File: config.mk
export PLATFORM = sky130hd
export DESIGN_NAME = line_follow_pd_drive
export DESIGN_NICKNAME = d
export VERILOG_FILES = /design/src/rtl/core/lfpd_pkg.sv /design/src/rtl/core/lfpd_ctrl.sv /design/src/rtl/core/lfpd_dp.sv /design/src/rtl/core/line_follow_pd_drive.sv
export SDC_FILE = /design/constraint.sdc
export NUM_CORES = 1
export LEC_CHECK = 0
export BUFFER_PORTS_ARGS = -buffer_cell sky130_fd_sc_hd__buf_2
export CAP_MARGIN = 25
export CORE_MARGIN = 5
export CORE_UTILIZATION = 60
export DETAILED_ROUTE_END_ITERATION = 10
export GPL_TIMING_DRIVEN = 1
export PLACE_DENSITY = 0.84
export SLEW_MARGIN = 10
export SYNTH_ARGS = -nofsm -noshare
export SYNTH_HDL_FRONTEND = slang
export SYNTH_SLANG_ARGS = --single-unit
export TNS_END_PERCENT = 50
File: constraint.sdc
create_clock -name aclk -period 11.83 [get_ports aclk]
set_input_delay 3.549 -clock aclk [delete_from_list [all_inputs] [get_ports aclk]]
set_output_delay 3.549 -clock aclk [all_outputs]
set_load 0.01 [all_outputs]
File: src/rtl/core/lfpd_pkg.sv
// Shared types and constants of the PD line follower drive block.
package lfpd_pkg;

    localparam int SENSOR_N   = 8;
    localparam int WEIGHT_W   = 7;
    localparam int DUTY_W     = 12;
    localparam int GAIN_W     = 8;
    localparam int ALPHA_W    = 9;
    localparam int SMOOTH_W   = 16;
    localparam int CFG_INDEX_W = 3;
    localparam int CFG_DATA_W  = 12;
    localparam int DIV_STEPS   = 7;
    localparam int DIV_CNT_W   = 3;
    localparam int QUO_W       = 7;
    localparam int REM_W       = 3;
    localparam int CNT_W       = 4;

    localparam logic signed [WEIGHT_W-1:0] CHAN_WEIGHT [SENSOR_N] = '{
        7'sd40, 7'sd30, 7'sd15, 7'sd3, -7'sd3, -7'sd15, -7'sd30, -7'sd40
    };

    localparam logic [GAIN_W-1:0]  PROP_GAIN_RST    = 8'd10;
    localparam logic [GAIN_W-1:0]  DERIV_GAIN_RST   = 8'd20;
    localparam logic [GAIN_W-1:0]  DEAD_BAND_RST    = 8'd3;
    localparam logic [DUTY_W-1:0]  BASE_DUTY_RST    = 12'd1100;
    localparam logic [DUTY_W-1:0]  DUTY_FLOOR_RST   = 12'd300;
    localparam logic [DUTY_W-1:0]  DUTY_CEILING_RST = 12'd3500;
    localparam logic [ALPHA_W-1:0] SMOOTH_ALPHA_RST = 9'd77;
    localparam logic [ALPHA_W-1:0] ALPHA_ONE        = 9'd256;

    typedef enum logic [CFG_INDEX_W-1:0] {
        REG_PROP_GAIN    = 3'd0,
        REG_DERIV_GAIN   = 3'd1,
        REG_DEAD_BAND    = 3'd2,
        REG_BASE_DUTY    = 3'd3,
        REG_DUTY_FLOOR   = 3'd4,
        REG_DUTY_CEILING = 3'd5,
        REG_SMOOTH_ALPHA = 3'd6
    } lfpd_reg_idx_t;

    typedef enum logic [3:0] {
        ST_IDLE,
        ST_DIV,
        ST_XLOAD,
        ST_FIRST,
        ST_EMA_OLD,
        ST_EMA_NEW,
        ST_EMA_ADD,
        ST_EMA_UPD,
        ST_PD_PROP,
        ST_PD_DERIV,
        ST_PD_ADD,
        ST_PD_TRUNC,
        ST_DEAD,
        ST_OUT
    } lfpd_state_t;

    typedef enum logic [1:0] {
        MUL_EMA_OLD,
        MUL_EMA_NEW,
        MUL_PD_PROP,
        MUL_PD_DERIV
    } lfpd_mul_sel_t;

    typedef struct packed {
        logic          capture;
        logic          div_step;
        logic          x_load;
        logic          first_load;
        lfpd_mul_sel_t mul_sel;
        logic          prod_load;
        logic          acc_load;
        logic          acc_add;
        logic          ema_update;
        logic          corr_load;
        logic          dead_apply;
        logic          out_load;
    } lfpd_cmd_t;

    typedef struct packed {
        logic first;
        logic out_free;
    } lfpd_status_t;

endpackage

File: src/rtl/core/lfpd_ctrl.sv
// Sequencer of the PD line follower drive: steps the datapath through one word.
module lfpd_ctrl (
    input  logic                  aclk,
    input  logic                  aresetn,
    input  logic                  s_tvalid,
    output logic                  s_tready,
    input  lfpd_pkg::lfpd_status_t status,
    output lfpd_pkg::lfpd_cmd_t    cmd
);
    import lfpd_pkg::*;

    lfpd_state_t            state_reg, state_next;
    logic [DIV_CNT_W-1:0]   step_reg, step_next;

    always_ff @(posedge aclk) begin
        if (!aresetn) begin
            state_reg <= ST_IDLE;
            step_reg  <= '0;
        end else begin
            state_reg <= state_next;
            step_reg  <= step_next;
        end
    end

    always_comb begin
        state_next = state_reg;
        step_next  = step_reg;
        case (state_reg)
            ST_IDLE: begin
                step_next = '0;
                if (s_tvalid) begin
                    state_next = ST_DIV;
                end
            end
            ST_DIV: begin
                step_next = step_reg + 1'b1;
                if (step_reg == DIV_CNT_W'(DIV_STEPS - 1)) begin
                    state_next = ST_XLOAD;
                end
            end
            ST_XLOAD:    state_next = status.first ? ST_FIRST : ST_EMA_OLD;
            ST_FIRST:    state_next = ST_PD_PROP;
            ST_EMA_OLD:  state_next = ST_EMA_NEW;
            ST_EMA_NEW:  state_next = ST_EMA_ADD;
            ST_EMA_ADD:  state_next = ST_EMA_UPD;
            ST_EMA_UPD:  state_next = ST_PD_PROP;
            ST_PD_PROP:  state_next = ST_PD_DERIV;
            ST_PD_DERIV: state_next = ST_PD_ADD;
            ST_PD_ADD:   state_next = ST_PD_TRUNC;
            ST_PD_TRUNC: state_next = ST_DEAD;
            ST_DEAD:     state_next = ST_OUT;
            ST_OUT: begin
                if (status.out_free) begin
                    state_next = ST_IDLE;
                end
            end
            default:     state_next = ST_IDLE;
        endcase
    end

    always_comb begin
        cmd      = '0;
        cmd.mul_sel = MUL_EMA_OLD;
        s_tready = 1'b0;
        case (state_reg)
            ST_IDLE: begin
                s_tready    = 1'b1;
                cmd.capture = s_tvalid;
            end
            ST_DIV:      cmd.div_step   = 1'b1;
            ST_XLOAD:    cmd.x_load     = 1'b1;
            ST_FIRST:    cmd.first_load = 1'b1;
            ST_EMA_OLD: begin
                cmd.mul_sel   = MUL_EMA_OLD;
                cmd.prod_load = 1'b1;
            end
            ST_EMA_NEW: begin
                cmd.mul_sel   = MUL_EMA_NEW;
                cmd.prod_load = 1'b1;
                cmd.acc_load  = 1'b1;
            end
            ST_EMA_ADD:  cmd.acc_add    = 1'b1;
            ST_EMA_UPD:  cmd.ema_update = 1'b1;
            ST_PD_PROP: begin
                cmd.mul_sel   = MUL_PD_PROP;
                cmd.prod_load = 1'b1;
            end
            ST_PD_DERIV: begin
                cmd.mul_sel   = MUL_PD_DERIV;
                cmd.prod_load = 1'b1;
                cmd.acc_load  = 1'b1;
            end
            ST_PD_ADD:   cmd.acc_add    = 1'b1;
            ST_PD_TRUNC: cmd.corr_load  = 1'b1;
            ST_DEAD:     cmd.dead_apply = 1'b1;
            ST_OUT:      cmd.out_load   = status.out_free;
            default:     cmd.capture    = 1'b0;
        endcase
    end

endmodule

File: src/rtl/core/lfpd_dp.sv
// Datapath of the PD line follower drive: divider, shared multiplier, filter and clamp.
module lfpd_dp #(
    parameter int FRAC_BITS = 8
) (
    input  logic                                aclk,
    input  logic                                aresetn,
    input  lfpd_pkg::lfpd_cmd_t                 cmd,
    output lfpd_pkg::lfpd_status_t              status,
    input  logic [7:0]                          s_tdata,
    input  logic                                cfg_we,
    input  logic [lfpd_pkg::CFG_INDEX_W-1:0]    cfg_index,
    input  logic [lfpd_pkg::CFG_DATA_W-1:0]     cfg_wdata,
    output logic                                m_tvalid,
    input  logic                                m_tready,
    output logic [23:0]                         m_tdata
);
    import lfpd_pkg::*;

    localparam int XW = WEIGHT_W + FRAC_BITS;
    localparam int MA = (XW > SMOOTH_W + 1) ? XW : SMOOTH_W + 1;
    localparam int MB = ALPHA_W + 1;
    localparam int PW = MA + MB;
    localparam int AW = PW + 1;
    localparam int DW = AW + 1;

    // configuration
    logic [GAIN_W-1:0]  prop_gain_reg, prop_gain_next;
    logic [GAIN_W-1:0]  deriv_gain_reg, deriv_gain_next;
    logic [GAIN_W-1:0]  dead_band_reg, dead_band_next;
    logic [DUTY_W-1:0]  base_duty_reg, base_duty_next;
    logic [DUTY_W-1:0]  duty_floor_reg, duty_floor_next;
    logic [DUTY_W-1:0]  duty_ceiling_reg, duty_ceiling_next;
    logic [ALPHA_W-1:0] smooth_alpha_reg, smooth_alpha_next;

    // filter state
    logic signed [SMOOTH_W-1:0] smoothed_reg, smoothed_next;
    logic signed [SMOOTH_W-1:0] prev_reg, prev_next;
    logic                       first_reg, first_next;

    // working registers
    logic               sign_reg, sign_next;
    logic [QUO_W-1:0]   quo_reg, quo_next;
    logic [REM_W-1:0]   rem_reg, rem_next;
    logic [CNT_W-1:0]   divisor_reg, divisor_next;
    logic signed [XW-1:0] x_reg, x_next;
    logic signed [PW-1:0] prod_reg, prod_next;
    logic signed [AW-1:0] acc_reg, acc_next;
    logic signed [AW-1:0] corr_reg, corr_next;
    logic                 out_valid_reg, out_valid_next;
    logic [23:0]          out_data_reg, out_data_next;

    // combinational
    logic signed [7:0]      sum_v;
    logic [CNT_W-1:0]       cnt_v;
    logic [REM_W:0]         trial;
    logic [WEIGHT_W-1:0]    raw_v;
    logic [ALPHA_W-1:0]     alpha_eff;
    logic signed [SMOOTH_W:0] diff_v;
    logic signed [MA-1:0]   mul_a;
    logic signed [MB-1:0]   mul_b;
    logic signed [AW-1:0]   ema_q;
    logic signed [AW-1:0]   pd_q;
    logic [AW-1:0]          corr_mag;
    logic signed [DW-1:0]   base_s;
    logic [DUTY_W-1:0]      left_v;
    logic [DUTY_W-1:0]      right_v;

    function automatic logic signed [SMOOTH_W-1:0] sat16(input logic signed [AW-1:0] v);
        logic signed [AW-1:0] hi;
        logic signed [AW-1:0] lo;
        hi = AW'(17'sd32767);
        lo = AW'(-17'sd32768);
        if (v > hi) begin
            return 16'sh7fff;
        end else if (v < lo) begin
            return 16'sh8000;
        end
        return v[SMOOTH_W-1:0];
    endfunction

    function automatic logic [DUTY_W-1:0] clamp_duty(input logic signed [DW-1:0] v,
                                                     input logic [DUTY_W-1:0] lo,
                                                     input logic [DUTY_W-1:0] hi);
        logic signed [DW-1:0] r;
        logic signed [DW-1:0] lo_s;
        logic signed [DW-1:0] hi_s;
        lo_s = $signed({{(DW-DUTY_W){1'b0}}, lo});
        hi_s = $signed({{(DW-DUTY_W){1'b0}}, hi});
        r = v;
        if (r < lo_s) begin
            r = lo_s;
        end
        if (r > hi_s) begin
            r = hi_s;
        end
        return r[DUTY_W-1:0];
    endfunction

    always_ff @(posedge aclk) begin
        if (!aresetn) begin
            prop_gain_reg    <= PROP_GAIN_RST;
            deriv_gain_reg   <= DERIV_GAIN_RST;
            dead_band_reg    <= DEAD_BAND_RST;
            base_duty_reg    <= BASE_DUTY_RST;
            duty_floor_reg   <= DUTY_FLOOR_RST;
            duty_ceiling_reg <= DUTY_CEILING_RST;
            smooth_alpha_reg <= SMOOTH_ALPHA_RST;
            smoothed_reg     <= '0;
            prev_reg         <= '0;
            first_reg        <= 1'b1;
            out_valid_reg    <= 1'b0;
        end else begin
            prop_gain_reg    <= prop_gain_next;
            deriv_gain_reg   <= deriv_gain_next;
            dead_band_reg    <= dead_band_next;
            base_duty_reg    <= base_duty_next;
            duty_floor_reg   <= duty_floor_next;
            duty_ceiling_reg <= duty_ceiling_next;
            smooth_alpha_reg <= smooth_alpha_next;
            smoothed_reg     <= smoothed_next;
            prev_reg         <= prev_next;
            first_reg        <= first_next;
            out_valid_reg    <= out_valid_next;
        end
    end

    always_ff @(posedge aclk) begin
        sign_reg     <= sign_next;
        quo_reg      <= quo_next;
        rem_reg      <= rem_next;
        divisor_reg  <= divisor_next;
        x_reg        <= x_next;
        prod_reg     <= prod_next;
        acc_reg      <= acc_next;
        corr_reg     <= corr_next;
        out_data_reg <= out_data_next;
    end

    // configuration writes
    always_comb begin
        prop_gain_next    = prop_gain_reg;
        deriv_gain_next   = deriv_gain_reg;
        dead_band_next    = dead_band_reg;
        base_duty_next    = base_duty_reg;
        duty_floor_next   = duty_floor_reg;
        duty_ceiling_next = duty_ceiling_reg;
        smooth_alpha_next = smooth_alpha_reg;
        if (cfg_we) begin
            case (cfg_index)
                REG_PROP_GAIN:    prop_gain_next    = cfg_wdata[GAIN_W-1:0];
                REG_DERIV_GAIN:   deriv_gain_next   = cfg_wdata[GAIN_W-1:0];
                REG_DEAD_BAND:    dead_band_next    = cfg_wdata[GAIN_W-1:0];
                REG_BASE_DUTY:    base_duty_next    = cfg_wdata[DUTY_W-1:0];
                REG_DUTY_FLOOR:   duty_floor_next   = cfg_wdata[DUTY_W-1:0];
                REG_DUTY_CEILING: duty_ceiling_next = cfg_wdata[DUTY_W-1:0];
                REG_SMOOTH_ALPHA: smooth_alpha_next = cfg_wdata[ALPHA_W-1:0];
                default:          prop_gain_next    = prop_gain_reg;
            endcase
        end
    end

    // weighted sum and count of on-line sensors
    always_comb begin
        sum_v = '0;
        cnt_v = '0;
        for (int i = 0; i < SENSOR_N; i++) begin
            if (!s_tdata[i]) begin
                sum_v = sum_v + 8'(CHAN_WEIGHT[i]);
                cnt_v = cnt_v + 1'b1;
            end
        end
    end

    always_comb begin
        trial     = {rem_reg, quo_reg[QUO_W-1]};
        raw_v     = sign_reg ? (WEIGHT_W'(0) - quo_reg) : quo_reg;
        alpha_eff = (smooth_alpha_reg > ALPHA_ONE) ? ALPHA_ONE : smooth_alpha_reg;
        diff_v    = (SMOOTH_W+1)'(smoothed_reg) - (SMOOTH_W+1)'(prev_reg);
        case (cmd.mul_sel)
            MUL_EMA_OLD: begin
                mul_a = MA'(smoothed_reg);
                mul_b = $signed({1'b0, ALPHA_ONE - alpha_eff});
            end
            MUL_EMA_NEW: begin
                mul_a = MA'(x_reg);
                mul_b = $signed({1'b0, alpha_eff});
            end
            MUL_PD_PROP: begin
                mul_a = MA'(smoothed_reg);
                mul_b = $signed({{(MB-GAIN_W){1'b0}}, prop_gain_reg});
            end
            MUL_PD_DERIV: begin
                mul_a = MA'(diff_v);
                mul_b = $signed({{(MB-GAIN_W){1'b0}}, deriv_gain_reg});
            end
            default: begin
                mul_a = '0;
                mul_b = '0;
            end
        endcase
        // truncation toward zero of the scaled sums
        ema_q = acc_reg[AW-1] ? ((acc_reg + AW'(255)) >>> 8) : (acc_reg >>> 8);
        pd_q  = acc_reg[AW-1]
              ? ((acc_reg + AW'((1 << FRAC_BITS) - 1)) >>> FRAC_BITS)
              : (acc_reg >>> FRAC_BITS);
        corr_mag = corr_reg[AW-1] ? AW'(-corr_reg) : AW'(corr_reg);
        base_s   = $signed({{(DW-DUTY_W){1'b0}}, base_duty_reg});
        left_v   = clamp_duty(base_s - DW'(corr_reg), duty_floor_reg, duty_ceiling_reg);
        right_v  = clamp_duty(base_s + DW'(corr_reg), duty_floor_reg, duty_ceiling_reg);
    end

    always_comb begin
        sign_next      = sign_reg;
        quo_next       = quo_reg;
        rem_next       = rem_reg;
        divisor_next   = divisor_reg;
        x_next         = x_reg;
        prod_next      = prod_reg;
        acc_next       = acc_reg;
        corr_next      = corr_reg;
        smoothed_next  = smoothed_reg;
        prev_next      = prev_reg;
        first_next     = first_reg;
        out_valid_next = out_valid_reg;
        out_data_next  = out_data_reg;

        if (cmd.capture) begin
            sign_next    = sum_v[7];
            quo_next     = sum_v[7] ? QUO_W'(-sum_v) : QUO_W'(sum_v);
            rem_next     = '0;
            // no sensor on the line: sum is zero, any divisor gives zero
            divisor_next = (cnt_v == '0) ? CNT_W'(1) : cnt_v;
        end
        if (cmd.div_step) begin
            if (trial >= divisor_reg) begin
                rem_next = REM_W'(trial - divisor_reg);
                quo_next = {quo_reg[QUO_W-2:0], 1'b1};
            end else begin
                rem_next = trial[REM_W-1:0];
                quo_next = {quo_reg[QUO_W-2:0], 1'b0};
            end
        end
        if (cmd.x_load) begin
            x_next = {raw_v, {FRAC_BITS{1'b0}}};
        end
        if (cmd.first_load) begin
            smoothed_next = sat16(AW'(x_reg));
            first_next    = 1'b0;
        end
        if (cmd.prod_load) begin
            prod_next = mul_a * mul_b;
        end
        if (cmd.acc_load) begin
            acc_next = AW'(prod_reg);
        end
        if (cmd.acc_add) begin
            acc_next = acc_reg + AW'(prod_reg);
        end
        if (cmd.ema_update) begin
            smoothed_next = sat16(ema_q);
        end
        if (cmd.corr_load) begin
            corr_next = pd_q;
            prev_next = smoothed_reg;
        end
        if (cmd.dead_apply) begin
            if (corr_mag < AW'(dead_band_reg)) begin
                corr_next = '0;
            end
        end
        if (m_tready) begin
            out_valid_next = 1'b0;
        end
        if (cmd.out_load) begin
            out_valid_next = 1'b1;
            out_data_next  = {right_v, left_v};
        end
    end

    assign status.first    = first_reg;
    assign status.out_free = !out_valid_reg || m_tready;
    assign m_tvalid        = out_valid_reg;
    assign m_tdata         = out_data_reg;

endmodule

File: src/rtl/core/line_follow_pd_drive.sv
// Top level of the PD line follower with differential wheel drive.
//
// s_ channel: one word per sensor sample, s_tdata[7:0] = sensor bits,
// a 0 bit marks a sensor that sees the line.
// m_ channel: one word per sample, left and right wheel duties.
// cfg_we/cfg_index/cfg_wdata write the gain, deadband, duty and filter
// registers; write only while no sample is in flight.
// Each word passes the seven-step sensor divider, the filter update
// (skipped for the first sample after reset) and the PD step, with one
// multiplier shared by filter and PD; a new sample is taken only once the
// previous word has been loaded into the output register.
// Reset clears the filter state, returns registers to defaults and drops
// m_tvalid. A finished word waits in the output register while the next
// sample is taken and computed; the block holds that next word until the
// register frees, and s_tready stays low meanwhile.
module line_follow_pd_drive #(
    parameter int FRAC_BITS = 8
) (
    input  logic                             aclk,
    input  logic                             aresetn,
    input  logic                             s_tvalid,
    output logic                             s_tready,
    input  logic [7:0]                       s_tdata,   // [7:0] sensor_bits
    output logic                             m_tvalid,
    input  logic                             m_tready,
    output logic [23:0]                      m_tdata,   // [11:0] left_drive, [23:12] right_drive
    input  logic                             cfg_we,
    input  logic [lfpd_pkg::CFG_INDEX_W-1:0] cfg_index,
    input  logic [lfpd_pkg::CFG_DATA_W-1:0]  cfg_wdata
);
    import lfpd_pkg::*;

    lfpd_cmd_t    cmd;
    lfpd_status_t status;

    lfpd_ctrl u_ctrl (
        .aclk     (aclk),
        .aresetn  (aresetn),
        .s_tvalid (s_tvalid),
        .s_tready (s_tready),
        .status   (status),
        .cmd      (cmd)
    );

    lfpd_dp #(
        .FRAC_BITS (FRAC_BITS)
    ) u_dp (
        .aclk      (aclk),
        .aresetn   (aresetn),
        .cmd       (cmd),
        .status    (status),
        .s_tdata   (s_tdata),
        .cfg_we    (cfg_we),
        .cfg_index (cfg_index),
        .cfg_wdata (cfg_wdata),
        .m_tvalid  (m_tvalid),
        .m_tready  (m_tready),
        .m_tdata   (m_tdata)
    );

endmodule

==> impl_metrics.xml <==
<?xml version="1.0" encoding="UTF-8"?>
<metrics>
  <group name="hold_path">
    <metric name="hold_path_startpoint" unit="">u_dp.prev_reg[12]$_SDFFE_PN0P_</metric>
    <metric name="hold_path_class" unit="">flop to flop</metric>
    <metric name="hold-path-cell-count" unit="">2</metric>
    <metric name="timing.hold.worst_endpoint" unit="">u_dp.prev_reg[12]$_SDFFE_PN0P_</metric>
  </group>
  <group name="clocking">
    <metric name="tritoncts_clock_tree" unit="">built</metric>
    <metric name="cts-htree-levels" unit="">1</metric>
    <metric name="cts_resized" unit="">0</metric>
    <metric name="cts_buffers" unit="">28</metric>
    <metric name="clkSinkCount" unit="">239</metric>
    <metric name="worst_setup_hold_path_clk_slew" unit="ns">0.07</metric>
    <metric name="ctsLongestPathBuffers" unit="">3</metric>
    <metric name="ctsHoldBuffers" unit="">0</metric>
    <metric name="clk_latency" unit="ns">0.59</metric>
    <metric name="cts_post_setup_buffers_inserted" unit="">0</metric>
    <metric name="clock_tree_root" unit="">sky130_fd_sc_hd__clkbuf_16</metric>
  </group>
  <group name="sta">
    <metric name="min_period" unit="ns">8.79</metric>
    <metric name="relSlewSlack" unit="%">30.7</metric>
    <metric name="setup_violations" unit="">0</metric>
    <metric name="period_share" unit="%">74.3</metric>
    <metric name="setup_repair_after_global_routing_missed_its_margin" unit="">false</metric>
    <metric name="final_number_of_max_transition_violations" unit="">0</metric>
    <metric name="hold_viol" unit="">0</metric>
    <metric name="max_freq" unit="GHz">0.114</metric>
    <metric name="worst-slew-pin-transition" unit="ns">1.03</metric>
    <metric name="setup_total_negative_slack" unit="ns">0</metric>
    <metric name="finClkSkew" unit="ns">0.0302</metric>
    <metric name="finalWorstSetupSlack" unit="ns">3.04</metric>
  </group>
  <group name="yosys">
    <metric name="post_synth_mux_area_share" unit="%">2.79</metric>
    <metric name="post_synth_and_or_nand_nor_area_fraction" unit="%">18.8</metric>
    <metric name="postSynthRegisterBits" unit="">239</metric>
    <metric name="ys_async_sr_fraction" unit="%">0</metric>
    <metric name="synth_area" unit="um2">23100</metric>
    <metric name="synth_enable_flop_cells" unit="">101</metric>
    <metric name="avgSynthCellArea" unit="um2">8.29</metric>
    <metric name="post_synth_xor_area_fraction" unit="%">6.12</metric>
    <metric name="yosys_warnings" unit="">0</metric>
    <metric name="syn_inst" unit="">2789</metric>
    <metric name="synthDistinctLibCells" unit="">84</metric>
    <metric name="synth_fp_nets" unit="">3160</metric>
    <metric name="adder_cell_share_of_the_synthesized_area" unit="%">22.9</metric>
    <metric name="synth_top_family_by_area" unit="">adder cells</metric>
    <metric name="sequential_fraction_of_the_synthesis_area" unit="%">25.1</metric>
    <metric name="synth_compound_gate_area_share" unit="%">17.7</metric>
    <metric name="ys.flop_type" unit="">sky130_fd_sc_hd__dfxtp_1</metric>
  </group>
  <group name="grt">
    <metric name="via_count_of_the_first_global_routing_pass" unit="">19859</metric>
    <metric name="largest_net_degree_at_the_start_of_global_routing" unit="">91</metric>
    <metric name="grt_pass1_wl" unit="um">97300</metric>
    <metric name="grt_antenna_before_repair" unit="">0</metric>
    <metric name="globalRouteOverflowTotal" unit="">0</metric>
    <metric name="gr-usage-all-layers" unit="%">27.6</metric>
  </group>
  <group name="setup_path">
    <metric name="critical_path.startpoint_type" unit="">flop</metric>
    <metric name="critical_path.max_fanout" unit="">8</metric>
    <metric name="r2r_setup_slack" unit="ns">3.04</metric>
    <metric name="critical-path-slowest-cell" unit="">sky130_fd_sc_hd__o31ai_1</metric>
    <metric name="reg2regPathDepth" unit="">35</metric>
    <metric name="regToRegStartpoint" unit="">u_dp.smoothed_reg[0]$_SDFFE_PN0P_</metric>
    <metric name="crit_path_max_incr_delay" unit="ns">0.82</metric>
    <metric name="worst_ep_required_time" unit="ns">12.14</metric>
    <metric name="timing_worst_setup_path_type" unit="">flop to flop</metric>
    <metric name="critPathArrivalTime" unit="ns">9.10</metric>
    <metric name="critPathMostFrequentCell" unit="">sky130_fd_sc_hd__fa_1</metric>
    <metric name="timing.rr.end" unit="">u_dp.prod_reg[24]$_DFFE_PN_</metric>
    <metric name="critical_path_endpoint_category" unit="">flop</metric>
  </group>
  <group name="route">
    <metric name="dr_total_vias" unit="">20136</metric>
    <metric name="drt_first_pass_iters" unit="">6</metric>
    <metric name="detail_route.drc_violations" unit="">0</metric>
    <metric name="drt_first_iter_violations" unit="">1714</metric>
    <metric name="drt-vias-per-instance" unit="">6.03</metric>
    <metric name="wire_per_inst" unit="um">17.7</metric>
    <metric name="drtAntennaViolNets" unit="">0</metric>
    <metric name="detail_route.wirelength" unit="um">59000</metric>
  </group>
  <group name="finish">
    <metric name="post_route_cells_drive_above_1_share" unit="%">7.02</metric>
    <metric name="antenna_cells" unit="">0</metric>
    <metric name="layout.cells.most_common" unit="">sky130_fd_sc_hd__nand2_1</metric>
    <metric name="layout.cells.most_common_list" unit="">sky130_fd_sc_hd__nand2_1 (387), sky130_fd_sc_hd__inv_1 (300), sky130_fd_sc_hd__nor2_1 (244), sky130_fd_sc_hd__ha_1 (209), sky130_fd_sc_hd__a21oi_1 (159)</metric>
    <metric name="syn_to_layout_area_delta" unit="%">7.20</metric>
    <metric name="design.final.nets" unit="">3169</metric>
  </group>
  <group name="floorplan">
    <metric name="fp-row-count" unit="">72</metric>
    <metric name="effective_utilization_at_floorplan" unit="%">60.2</metric>
    <metric name="core-area" unit="um2">38400</metric>
    <metric name="design.portCount" unit="">54</metric>
    <metric name="die_y" unit="um">206</metric>
    <metric name="die-width" unit="um">206</metric>
    <metric name="floorplan.die_area" unit="um2">42600</metric>
  </group>
  <group name="place">
    <metric name="placement.setup.worst_slack" unit="ns">3.22</metric>
    <metric name="place.gp.congestion" unit="">0.945</metric>
    <metric name="place.port_buffers" unit="">53</metric>
    <metric name="hpwl" unit="um">45000</metric>
  </group>
  <group name="outcome">
    <metric name="outcome" unit="">finished, final reports clean</metric>
  </group>
  <group name="power">
    <metric name="cellPowerDensity" unit="nW/um2">87.3</metric>
    <metric name="leakagePower" unit="nW">10.9</metric>
    <metric name="peak_ir_drop_on_the_vdd_network" unit="mV">0.0813</metric>
  </group>
  <group name="job">
    <metric name="maxCapViolations" unit="">0</metric>
  </group>
</metrics>
==> metal layers <==
metal	track usage (%)	share of wire (%)	vias to the layer above
li1	-	-	9520
met1	35.4	41	9608
met2	47.2	49	816
met3	3.30	6.6	192
met4	11.5	4.1	0
met5	0	0	-
==> cells in the mapped netlist, types with 16 or more instances <==
master | number | area share (%)
sky130_fd_sc_hd__dfxtp_1 | 138 | 12
sky130_fd_sc_hd__fa_1 | 134 | 12
sky130_fd_sc_hd__o211ai_1 | 22 | 0.71
sky130_fd_sc_hd__nor2_1 | 245 | 4.0
sky130_fd_sc_hd__a21oi_1 | 161 | 3.5
sky130_fd_sc_hd__o21a_1 | 19 | 0.62
sky130_fd_sc_hd__nor3_1 | 48 | 1.0
sky130_fd_sc_hd__o21bai_1 | 16 | 0.52
sky130_fd_sc_hd__o21ai_0 | 126 | 2.7
sky130_fd_sc_hd__a211oi_1 | 34 | 1.1
sky130_fd_sc_hd__or3_1 | 18 | 0.49
sky130_fd_sc_hd__edfxtp_1 | 101 | 13
sky130_fd_sc_hd__mux2_2 | 43 | 2.1
sky130_fd_sc_hd__xor2_1 | 42 | 1.6
sky130_fd_sc_hd__ha_1 | 209 | 11
sky130_fd_sc_hd__clkbuf_1 | 84 | 1.4
sky130_fd_sc_hd__o31ai_1 | 16 | 0.52
sky130_fd_sc_hd__xnor2_1 | 112 | 4.2
sky130_fd_sc_hd__nand4_1 | 17 | 0.46
sky130_fd_sc_hd__nand3_1 | 63 | 1.4
sky130_fd_sc_hd__nor2b_1 | 58 | 1.6
sky130_fd_sc_hd__mux2i_1 | 16 | 0.69
sky130_fd_sc_hd__a21o_1 | 43 | 1.4
sky130_fd_sc_hd__inv_1 | 300 | 4.9
sky130_fd_sc_hd__nand2b_1 | 49 | 1.3
sky130_fd_sc_hd__nand2_1 | 387 | 6.3
sky130_fd_sc_hd__a21boi_0 | 88 | 2.9
sky130_fd_sc_hd__and3_1 | 22 | 0.60
==> cell families after synthesis <==
group / count (synthesis)
flops: 239
buf+inv: 399
fa+ha+maj: 343
mux: 59
xor+xnor: 157
compound gates: 630
simple gates: 962
==> metrics by stage <==
| step | hold slack [ns] | util (%) | instance area [um2] | instances | total power, mW |
|---|---|---|---|---|---|
| global placement | 0.452 | 62.1 | 23800 | 3282 | 1.29 |
| global route | 0.485 | 64.6 | 24800 | 3337 | 2.26 |
| finish | 0.469 | 64.6 | 24800 | 3337 | 2.16 |
| floorplan | 0.435 | - | 23100 | 2789 | 1.22 |
| detailed placement | 0.463 | 62.1 | 23800 | 3283 | 1.32 |
| CTS | 0.471 | 64.5 | 24800 | 3334 | 2.17 |
==> worst max-delay path, delay by kind of cell (launching register included) <==
family	cells	cell delay, ns
adder cells (fa/ha/maj)	8	3.51
AO/OA/AOI/OAI	15	3.50
AND/OR/NAND/NOR	6	0.65
flip-flops	1	0.37
XOR/XNOR	2	0.29
buffers and inverters	4	0.21
==> cell type report <==
cell class                      count  area (um2)
Multi-Input combinational cell   2151       15800
Clock buffer                       39         813
Fill cell                        3155       13600
Tap cell                          518         648
Timing Repair Buffer               77         445
Clock inverter                     12         106
Inverter                          301        1130
Sequential cell                   239        5800
==> power by group <==
group | switching [mW] | total, mW | leakage, nW | internal (mW)
combinational | 0.223 | 0.387 | 8.42 | 0.163
clock | 0.372 | 0.857 | 0.454 | 0.486
sequential | 0.0245 | 0.919 | 2.04 | 0.894
total | 0.619 | 2.16 | 10.9 | 1.54
==> worst max-delay path by stage <==
stage / to / depth (start not counted) / startpoint / slack [ns]
after global placement: u_dp.prod_reg[24]$_DFFE_PN_ / 36 / u_dp.smoothed_reg[0]$_SDFFE_PN0P_ / 3.49
after CTS: u_dp.prod_reg[24]$_DFFE_PN_ / 36 / u_dp.smoothed_reg[0]$_SDFFE_PN0P_ / 3.17
after global routing: u_dp.prod_reg[24]$_DFFE_PN_ / 35 / u_dp.smoothed_reg[0]$_SDFFE_PN0P_ / 2.24
after detailed placement: u_dp.prod_reg[24]$_DFFE_PN_ / 36 / u_dp.smoothed_reg[0]$_SDFFE_PN0P_ / 3.22
final: u_dp.prod_reg[24]$_DFFE_PN_ / 35 / u_dp.smoothed_reg[0]$_SDFFE_PN0P_ / 3.04
after floorplan: u_dp.quo_reg[5]$_DFFE_PP_ / 23 / s_tdata[2] / 3.64
Note: power is estimated with default switching activity, not from simulation.
